### src/design/mtf_pkg.sv
`timescale 1ns / 1ps
`default_nettype none
// ----------------------------------------------------------------------------
// mtf_pkg: shared types and codes of the move-to-front list unit
// Command codes, channel payloads and the structs that run along the cell row.
// ----------------------------------------------------------------------------
package mtf_pkg;

	localparam logic [1:0] CMD_INSERT  = 2'd0;
	localparam logic [1:0] CMD_DELETE  = 2'd1;
	localparam logic [1:0] CMD_SETPAGE = 2'd2;
	localparam logic [1:0] CMD_READ    = 2'd3;

	localparam int unsigned PAGE_W = 16;
	localparam int unsigned SLOT_W = 3;
	localparam int unsigned OKEY_W = 32;

	typedef struct packed {
		logic [1:0]        command;
		logic [OKEY_W-1:0] key;
		logic [PAGE_W-1:0] page;
		logic [SLOT_W-1:0] slot;
	} cmd_t;

	typedef struct packed {
		logic              hit;
		logic [SLOT_W-1:0] hit_slot;
		logic              entry_valid;
		logic [OKEY_W-1:0] entry_key;
		logic [PAGE_W-1:0] entry_page;
	} rsp_t;

	// Broadcast to every cell in the cycle of a transfer.
	typedef struct packed {
		logic              en;
		logic              insert;
		logic              delete_slot;
		logic              set_page;
		logic [PAGE_W-1:0] page;
		logic [SLOT_W-1:0] slot;
	} ctl_t;

	// Running values handed from one cell to the next, slot 0 first.
	typedef struct packed {
		logic              found;
		logic [SLOT_W-1:0] hit_slot;
		logic              rep_valid;
		logic [OKEY_W-1:0] rep_key;
		logic [PAGE_W-1:0] rep_page;
	} chain_t;

endpackage
`default_nettype wire

### src/design/mru_move_to_front_list_unit.sv
`timescale 1ns / 1ps
`default_nettype none
// ----------------------------------------------------------------------------
// mru_move_to_front_list_unit: most-recently-used list with move to front
// A row of LIST_DEPTH cells holds (key, page, valid) entries, slot 0 newest.
// ----------------------------------------------------------------------------
//  channel | direction | handshake            | payload
//  cmd     | in        | cmd_valid, cmd_ready | mtf_pkg::cmd_t
//  rsp     | out       | rsp_valid, rsp_ready | mtf_pkg::rsp_t
//
// Every command is applied to the cell row in the cycle of its transfer and
// its result is registered; one command a cycle while cmd_ready is high.
// The compare, first-match and report chains through the cells set that path.
// A result register plus one skid entry let a command transfer while a result
// waits; cmd_ready drops only when both are full. Reset empties the list.
// ----------------------------------------------------------------------------
module mru_move_to_front_list_unit #(
	parameter int unsigned LIST_DEPTH = 8,
	parameter int unsigned KEY_WIDTH  = 32
) (
	input  wire            clk,
	input  wire            arst_n,
	input  wire            cmd_valid,
	output logic           cmd_ready,
	input  mtf_pkg::cmd_t  cmd,
	output logic           rsp_valid,
	input  wire            rsp_ready,
	output mtf_pkg::rsp_t  rsp
);

	mtf_pkg::ctl_t              ctl;
	mtf_pkg::chain_t            chain [LIST_DEPTH+1];
	mtf_pkg::rsp_t              rsp_new;
	mtf_pkg::rsp_t              out_q;
	mtf_pkg::rsp_t              skid_q;
	logic                       out_valid_q;
	logic                       skid_valid_q;
	logic                       xfer;
	logic [KEY_WIDTH-1:0]       new_key;
	logic [LIST_DEPTH-1:0]      cell_valid;
	logic [KEY_WIDTH-1:0]       cell_key  [LIST_DEPTH];
	logic [mtf_pkg::PAGE_W-1:0] cell_page [LIST_DEPTH];

	assign cmd_ready = !skid_valid_q;
	assign xfer      = cmd_valid && cmd_ready;
	assign new_key   = KEY_WIDTH'(cmd.key);

	assign ctl.en          = xfer;
	assign ctl.insert      = (cmd.command == mtf_pkg::CMD_INSERT);
	assign ctl.delete_slot = (cmd.command == mtf_pkg::CMD_DELETE);
	assign ctl.set_page    = (cmd.command == mtf_pkg::CMD_SETPAGE);
	assign ctl.page        = cmd.page;
	assign ctl.slot        = cmd.slot;

	assign chain[0] = '0;

	for (genvar i = 0; i < LIST_DEPTH; i++) begin : g_cell
		logic                       p_valid;
		logic [KEY_WIDTH-1:0]       p_key;
		logic [mtf_pkg::PAGE_W-1:0] p_page;
		logic                       n_valid;
		logic [KEY_WIDTH-1:0]       n_key;
		logic [mtf_pkg::PAGE_W-1:0] n_page;

		// Slot 0 receives the new entry; the last slot pulls in an empty one.
		if (i == 0) begin : g_head
			assign p_valid = 1'b1;
			assign p_key   = new_key;
			assign p_page  = cmd.page;
		end else begin : g_body
			assign p_valid = cell_valid[i-1];
			assign p_key   = cell_key[i-1];
			assign p_page  = cell_page[i-1];
		end
		if (i == LIST_DEPTH - 1) begin : g_tail
			assign n_valid = 1'b0;
			assign n_key   = '0;
			assign n_page  = '0;
		end else begin : g_mid
			assign n_valid = cell_valid[i+1];
			assign n_key   = cell_key[i+1];
			assign n_page  = cell_page[i+1];
		end

		mtf_cell #(
			.CELL_INDEX (i),
			.KEY_WIDTH  (KEY_WIDTH)
		) u_cell (
			.clk        (clk),
			.arst_n     (arst_n),
			.ctl        (ctl),
			.new_key    (new_key),
			.prev_valid (p_valid),
			.prev_key   (p_key),
			.prev_page  (p_page),
			.next_valid (n_valid),
			.next_key   (n_key),
			.next_page  (n_page),
			.chain_in   (chain[i]),
			.chain_out  (chain[i+1]),
			.valid      (cell_valid[i]),
			.key        (cell_key[i]),
			.page       (cell_page[i])
		);
	end

	always_comb begin
		rsp_new.hit         = ctl.insert && chain[LIST_DEPTH].found;
		rsp_new.hit_slot    = ctl.insert ? chain[LIST_DEPTH].hit_slot : '0;
		rsp_new.entry_valid = chain[LIST_DEPTH].rep_valid;
		rsp_new.entry_key   = chain[LIST_DEPTH].rep_key;
		rsp_new.entry_page  = chain[LIST_DEPTH].rep_page;
	end

	always_ff @(posedge clk or negedge arst_n) begin
		if (!arst_n) begin
			out_valid_q  <= 1'b0;
			skid_valid_q <= 1'b0;
		end else if (!out_valid_q || rsp_ready) begin
			if (skid_valid_q) begin
				out_valid_q  <= 1'b1;
				skid_valid_q <= 1'b0;
			end else begin
				out_valid_q <= xfer;
			end
		end else if (xfer) begin
			skid_valid_q <= 1'b1;
		end
	end

	always_ff @(posedge clk) begin
		if (!out_valid_q || rsp_ready) begin
			if (skid_valid_q) begin
				out_q <= skid_q;
			end else if (xfer) begin
				out_q <= rsp_new;
			end
		end else if (xfer) begin
			skid_q <= rsp_new;
		end
	end

	assign rsp_valid = out_valid_q;
	assign rsp       = out_q;

	// Valid entries always form an unbroken run starting at slot 0.
	a_valid_run: assert property (@(posedge clk) disable iff (!arst_n)
		$onehot({1'b0, cell_valid} + (LIST_DEPTH+1)'(1)))
		else $error("list has a hole in its valid entries");

	a_skid_needs_out: assert property (@(posedge clk) disable iff (!arst_n)
		skid_valid_q |-> out_valid_q)
		else $error("skid entry held while result register is empty");

	a_insert_result: assert property (@(posedge clk) disable iff (!arst_n)
		(xfer && ctl.insert && !out_valid_q) |=> (rsp_valid && rsp.entry_valid))
		else $error("insert did not report a valid front entry");

	a_hit_valid: assert property (@(posedge clk) disable iff (!arst_n)
		(rsp_valid && rsp.hit) |-> rsp.entry_valid)
		else $error("hit reported with an empty entry");

	a_empty_zero: assert property (@(posedge clk) disable iff (!arst_n)
		(rsp_valid && !rsp.entry_valid) |-> (rsp.entry_key == '0 && rsp.entry_page == '0))
		else $error("empty entry reported with nonzero contents");

endmodule
`default_nettype wire

### src/design/mtf_cell.sv
`timescale 1ns / 1ps
`default_nettype none
// ----------------------------------------------------------------------------
// mtf_cell: one slot of the list
// Holds one entry, compares it with the incoming key, and takes its new value
// from the neighbor above (insert) or below (delete) or from the command.
// ----------------------------------------------------------------------------
module mtf_cell #(
	parameter int unsigned CELL_INDEX = 0,
	parameter int unsigned KEY_WIDTH  = 32
) (
	input  wire                           clk,
	input  wire                           arst_n,
	input  mtf_pkg::ctl_t                 ctl,
	input  wire  [KEY_WIDTH-1:0]          new_key,
	input  wire                           prev_valid,
	input  wire  [KEY_WIDTH-1:0]          prev_key,
	input  wire  [mtf_pkg::PAGE_W-1:0]    prev_page,
	input  wire                           next_valid,
	input  wire  [KEY_WIDTH-1:0]          next_key,
	input  wire  [mtf_pkg::PAGE_W-1:0]    next_page,
	input  mtf_pkg::chain_t               chain_in,
	output mtf_pkg::chain_t               chain_out,
	output logic                          valid,
	output logic [KEY_WIDTH-1:0]          key,
	output logic [mtf_pkg::PAGE_W-1:0]    page
);

	localparam bit IN_SLOT_RANGE = (CELL_INDEX < (1 << mtf_pkg::SLOT_W));
	localparam logic [mtf_pkg::SLOT_W-1:0] IDX = mtf_pkg::SLOT_W'(CELL_INDEX);

	logic                       valid_q;
	logic [KEY_WIDTH-1:0]       key_q;
	logic [mtf_pkg::PAGE_W-1:0] page_q;
	logic                       valid_d;
	logic [KEY_WIDTH-1:0]       key_d;
	logic [mtf_pkg::PAGE_W-1:0] page_d;
	logic                       match;
	logic                       is_slot;
	logic                       at_or_past;
	logic                       rep_sel;

	assign match      = valid_q && (key_q == new_key);
	assign is_slot    = IN_SLOT_RANGE && (ctl.slot == IDX);
	assign at_or_past = !IN_SLOT_RANGE || (IDX >= ctl.slot);
	assign rep_sel    = ctl.insert ? (CELL_INDEX == 0) : is_slot;

	always_comb begin
		valid_d = valid_q;
		key_d   = key_q;
		page_d  = page_q;
		// Cells above the first match (and the match itself) move down one slot.
		if (ctl.en && ctl.insert && !chain_in.found) begin
			valid_d = prev_valid;
			key_d   = prev_key;
			page_d  = prev_page;
		end else if (ctl.en && ctl.delete_slot && at_or_past) begin
			valid_d = next_valid;
			key_d   = next_key;
			page_d  = next_page;
		end else if (ctl.en && ctl.set_page && is_slot && valid_q) begin
			page_d = ctl.page;
		end
	end

	always_ff @(posedge clk or negedge arst_n) begin
		if (!arst_n) begin
			valid_q <= 1'b0;
			key_q   <= '0;
			page_q  <= '0;
		end else begin
			valid_q <= valid_d;
			key_q   <= key_d;
			page_q  <= page_d;
		end
	end

	always_comb begin
		chain_out.found    = chain_in.found || match;
		chain_out.hit_slot = chain_in.hit_slot;
		if (match && !chain_in.found) begin
			chain_out.hit_slot = chain_in.hit_slot | IDX;
		end
		chain_out.rep_valid = chain_in.rep_valid;
		chain_out.rep_key   = chain_in.rep_key;
		chain_out.rep_page  = chain_in.rep_page;
		// The reported slot shows its value as it stands after the command.
		if (rep_sel && valid_d) begin
			chain_out.rep_valid = 1'b1;
			chain_out.rep_key   = chain_in.rep_key | mtf_pkg::OKEY_W'(key_d);
			chain_out.rep_page  = chain_in.rep_page | page_d;
		end
	end

	assign valid = valid_q;
	assign key   = key_q;
	assign page  = page_q;

endmodule
`default_nettype wire
### config.mk
export PLATFORM = sky130hd
export DESIGN_NAME = mru_move_to_front_list_unit
export DESIGN_NICKNAME = d
export VERILOG_FILES = /design/src/design/mtf_pkg.sv /design/src/design/mru_move_to_front_list_unit.sv /design/src/design/mtf_cell.sv
export SDC_FILE = /design/constraint.sdc
export NUM_CORES = 2
export LEC_CHECK = 0
export BUFFER_PORTS_ARGS = -buffer_cell sky130_fd_sc_hd__buf_2
export CAP_MARGIN = 20
export CORE_MARGIN = 1.5
export CORE_UTILIZATION = 50
export CTS_CLUSTER_DIAMETER = 150
export CTS_CLUSTER_SIZE = 16
export DETAILED_ROUTE_END_ITERATION = 12
export MAX_ROUTING_LAYER = met4
export PLACE_DENSITY = 0.77
export SKIP_CTS_REPAIR_TIMING = 1
export SLEW_MARGIN = 5
export SYNTH_ARGS = -nofsm -noshare
export SYNTH_HDL_FRONTEND = slang
export SYNTH_SLANG_ARGS = --single-unit
### constraint.sdc
create_clock -name clk -period 3.9 [get_ports clk]
set_input_delay 0.39 -clock clk [delete_from_list [all_inputs] [get_ports clk]]
set_output_delay 0.39 -clock clk [all_outputs]
set_load 0.02 [all_outputs]
==> results.txt <==
Critical R2R Launch -> g_cell[1].u_cell.key[10]
Routed length per instance -> 29.7 um
Longest Clk Path Bufs -> 3
Slew @ Worst Pin -> 1.18 ns
Fraction of layout instances using a drive strength above 1 -> 22.4%
Final setup viols -> 0
Multi-input gate area -> 15500 um^2
Dpl hpwl -> 73200 um
Leak -> 14.1 nW
Hold endpoint -> g_cell[0].u_cell.page[4]
Initial antenna violation count -> 9
Cells after Synth -> 2852
Netlist Area Pre-Place -> 29600 um^2
Area of the die -> 60600 um^2
Vias per cell -> 6.67
Post-route DRC violation count -> 0
Post-route antenna net violation count -> 0
Outcome -> finished, final reports clean
CTS tree -> done
Synthesized Nets -> 2909
Core Rows -> 88
Fill count -> 4856
Fraction of registers with async set or reset after synthesis -> 78.8%
H-tree depth -> 2
Largest net degree at the start of global routing -> 110
Initial detailed-routing violation count -> 2915
Yosys cell types -> 62
Effective utilization at floorplan -> 50.9%
Clk_lat worst skew -> 0.61 ns
Finished Layout Cells -> 3671
CP arrival -> 3.97 ns
Max-cap violation count -> 0
DIE WIDTH -> 246 um
Area occupied by registers -> 13000 um^2
Final Slew Violations -> 0
Fin util -> 56.1%
Cts bufs inserted -> 37
Slew Limit Headroom -> 21.0%
Met1 Wirelength -> 41400 um
Setup TNS -> 0 ns
EDFF count, synth -> 106
Crit. End Element -> flop
Hold Crit Depth -> 3
Worst clock skew -> 0.0497 ns
Reg2Reg Depth -> 8
Critical Path RT -> 4.34 ns
Unrepaired setup endpoints after global routing -> no
WS Path Type -> flop to flop
Hold violation count in the final report -> 0
IO Port Bufs -> 111
Post-Route WL -> 109000 um
Number of top-level pins -> 112
Post-synth top flop -> dfrtp_1
WL met3 -> 11100 um
Placed cell area -> 31400 um^2
Vias -> 24500
Tcrit/Tclk final -> 90.5%
Worst IR Drop VDD -> 0.407 mV
Syn_area_per_cell -> 10.4 um^2
Critical path fanouts, max -> 24
Total power -> 20.0 mW
DIE HEIGHT -> 246 um
Vias in the first global route -> 24500
Met2 wire length -> 48900 um
Finished Cell Area -> 32500 um^2
#FFs+latches synth -> 500
Ys Warns -> 0
DR top layer -> met4
First-pass GRT wire length -> 159000 um
Root Buffer -> clkbuf_16
Worst path cell trace -> xor2_1, nor4_1, nand2_1, or4_1, and3_1, nand3_2, buf_12, mux2_2
Power per cell area -> 614 nW/um^2
Period minus WS final -> 3.53 ns
Pre-antenna DRT Iters -> 8
Reg2reg end -> g_cell[5].u_cell.key[9]
Slowest stage delay, CP -> 0.72 ns
Hold wc startpoint -> cmd[7]
Placed instance count -> 3595
Global placer's final weighted congestion -> 1.06
Seq/Total Area, Yosys -> 44.1%
Core area -> 58000 um^2
Total grt overflow -> 0
Flop2flop setup slack -> 0.37 ns
Clk sink count -> 500
Hold Crit Class -> input pin to flop
Nets@finish -> 2929
GRT Total Usage -> 36.7%
FMAX -> 0.283 GHz
Slowest stage cell, crit path -> or4_1
Area Growth Syn to Fin -> 10.1%
Clk slew on worst S/H paths -> 0.08 ns
CP Launch Type -> flop
-- layout by cell type (no fill, tap or decap), types with 32 or more instances in the layout --
cell type	n
buf_4	80
xnor2_1	48
mux2i_1	238
a211o_1	32
inv_1	51
nor2_1	204
mux2_2	330
buf_2	110
a2bb2oi_1	37
a31oi_1	51
o21ai_0	106
clkbuf_16	37
nor3_1	37
nor4_1	62
dfrtp_1	394
xor2_1	207
nand2_1	260
edfxtp_1	106
a21oi_1	140
-- per-stage QoR --
| stage | hold slack (ns) | setup WS, ns |
|---|---|---|
| 3_3_place_gp | 0.474 | 0.263 |
| 6_report | 0.171 | 0.369 |
| 2_1_floorplan | 0.0944 | 0.603 |
| 4_1_cts | -0.0715 | 0.417 |
| 3_5_place_dp | 0.485 | 0.240 |
| 5_1_grt | 0.182 | 0.367 |
-- critical path, delay by kind of cell (launching register included) --
family                    cells  cell delay, ns
DFF                           1            0.43
xor gates and xnor gates      1            0.24
buffers and inverters         1            0.23
muxes                         1            0.37
and+or+nand+nor               5            2.08
-- state kept, by name, summed over array words and instances (netlist names) --
| name | count |
|---|---|
| skid_valid_q | 1 |
| rsp_valid | 1 |
| g_cell.u_cell.valid | 8 |
| rsp | 53 |
| skid_q | 53 |
| g_cell.u_cell.page | 128 |
| g_cell.u_cell.key | 256 |
-- metal layers --
metal  GRT usage (%)  vias up
met2            55.2     1602
met3            7.30      461
met4            22.6        0
li1                -    10300
met5               -        -
met1            45.4    12100
-- final cells by class --
| cell class | instances | share of cell area [%] |
|---|---|---|
| clock buffer | 59 | 3.10 |
| timing repair buffer | 224 | 5.57 |
| multi-input combinational | 2057 | 47.5 |
| antenna | 11 | 0.0846 |
| clock inverter | 3 | 0.104 |
| inverter | 52 | 0.600 |
| sequential | 500 | 40.1 |
| tap | 765 | 2.94 |
-- worst max path at each step --
stage	endpoint	slack, ns	startpoint
after global placement	g_cell[4].u_cell.key[23]	0.26	cmd[29]
after floorplan	skid_q[0]	0.60	skid_valid_q
after CTS	g_cell[5].u_cell.key[9]	0.42	g_cell[1].u_cell.key[10]
final	g_cell[5].u_cell.key[9]	0.37	g_cell[1].u_cell.key[10]
after global routing	g_cell[5].u_cell.key[9]	0.37	g_cell[1].u_cell.key[10]
after detailed placement	g_cell[4].u_cell.key[20]	0.24	cmd[29]
-- kinds of logic (layout without fill, tap and decap cells) --
family / Yosys count / count (layout) / share of synthesized area (%)
AND/OR/NAND/NOR: 685 / 685 / 10.7
multiplexers: 594 / 594 / 21.8
AO/OA/AOI/OAI: 523 / 523 / 11.7
other: 0 / 11 / 0
buffers and inverters: 295 / 338 / 4.23
flip-flops: 500 / 500 / 44.1
XOR/XNOR: 255 / 255 / 7.56
-- synth_stat cells (7+ instances only) --
master     number  area (um^2)
edfxtp_1      106         3180
inv_1          51          191
a2bb2oi_1      37          324
a22o_1         16          140
a21oi_1       141          706
clkbuf_1      127          477
a211oi_1       17          128
o221ai_1       16          140
buf_1          26         97.6
or4_1          12         90.1
a31oi_1        51          319
nor4_1         63          394
nand2_1       265          995
a22oi_1        31          233
o22a_1          7         61.3
mux2_4         10          150
nand4_1        22          138
o211ai_1       20          150
mux2_2        330         3720
o21ai_0       108          541
a221o_1        16          160
xnor2_1        48          420
nor3_1         41          205
buf_2          82          410
xor2_1        207         1810
mux2i_1       238         2380
or4_4          10          113
a211o_1        32          280
nor2_1        209          785
nand3_1        29          145
dfrtp_1       394         9860
a222oi_1       16          160
mux2_1         16          180
-- where the power goes --
group | internal, mW | switching (mW) | leakage (nW) | total [mW]
sequential | 7.16 | 1.94 | 5.80 | 9.09
clock | 1.79 | 1.98 | 0.498 | 3.77
combinational | 3.10 | 4.02 | 7.78 | 7.12
total | 12.1 | 7.93 | 14.1 | 20.0
(Power assumes the default switching activity.)
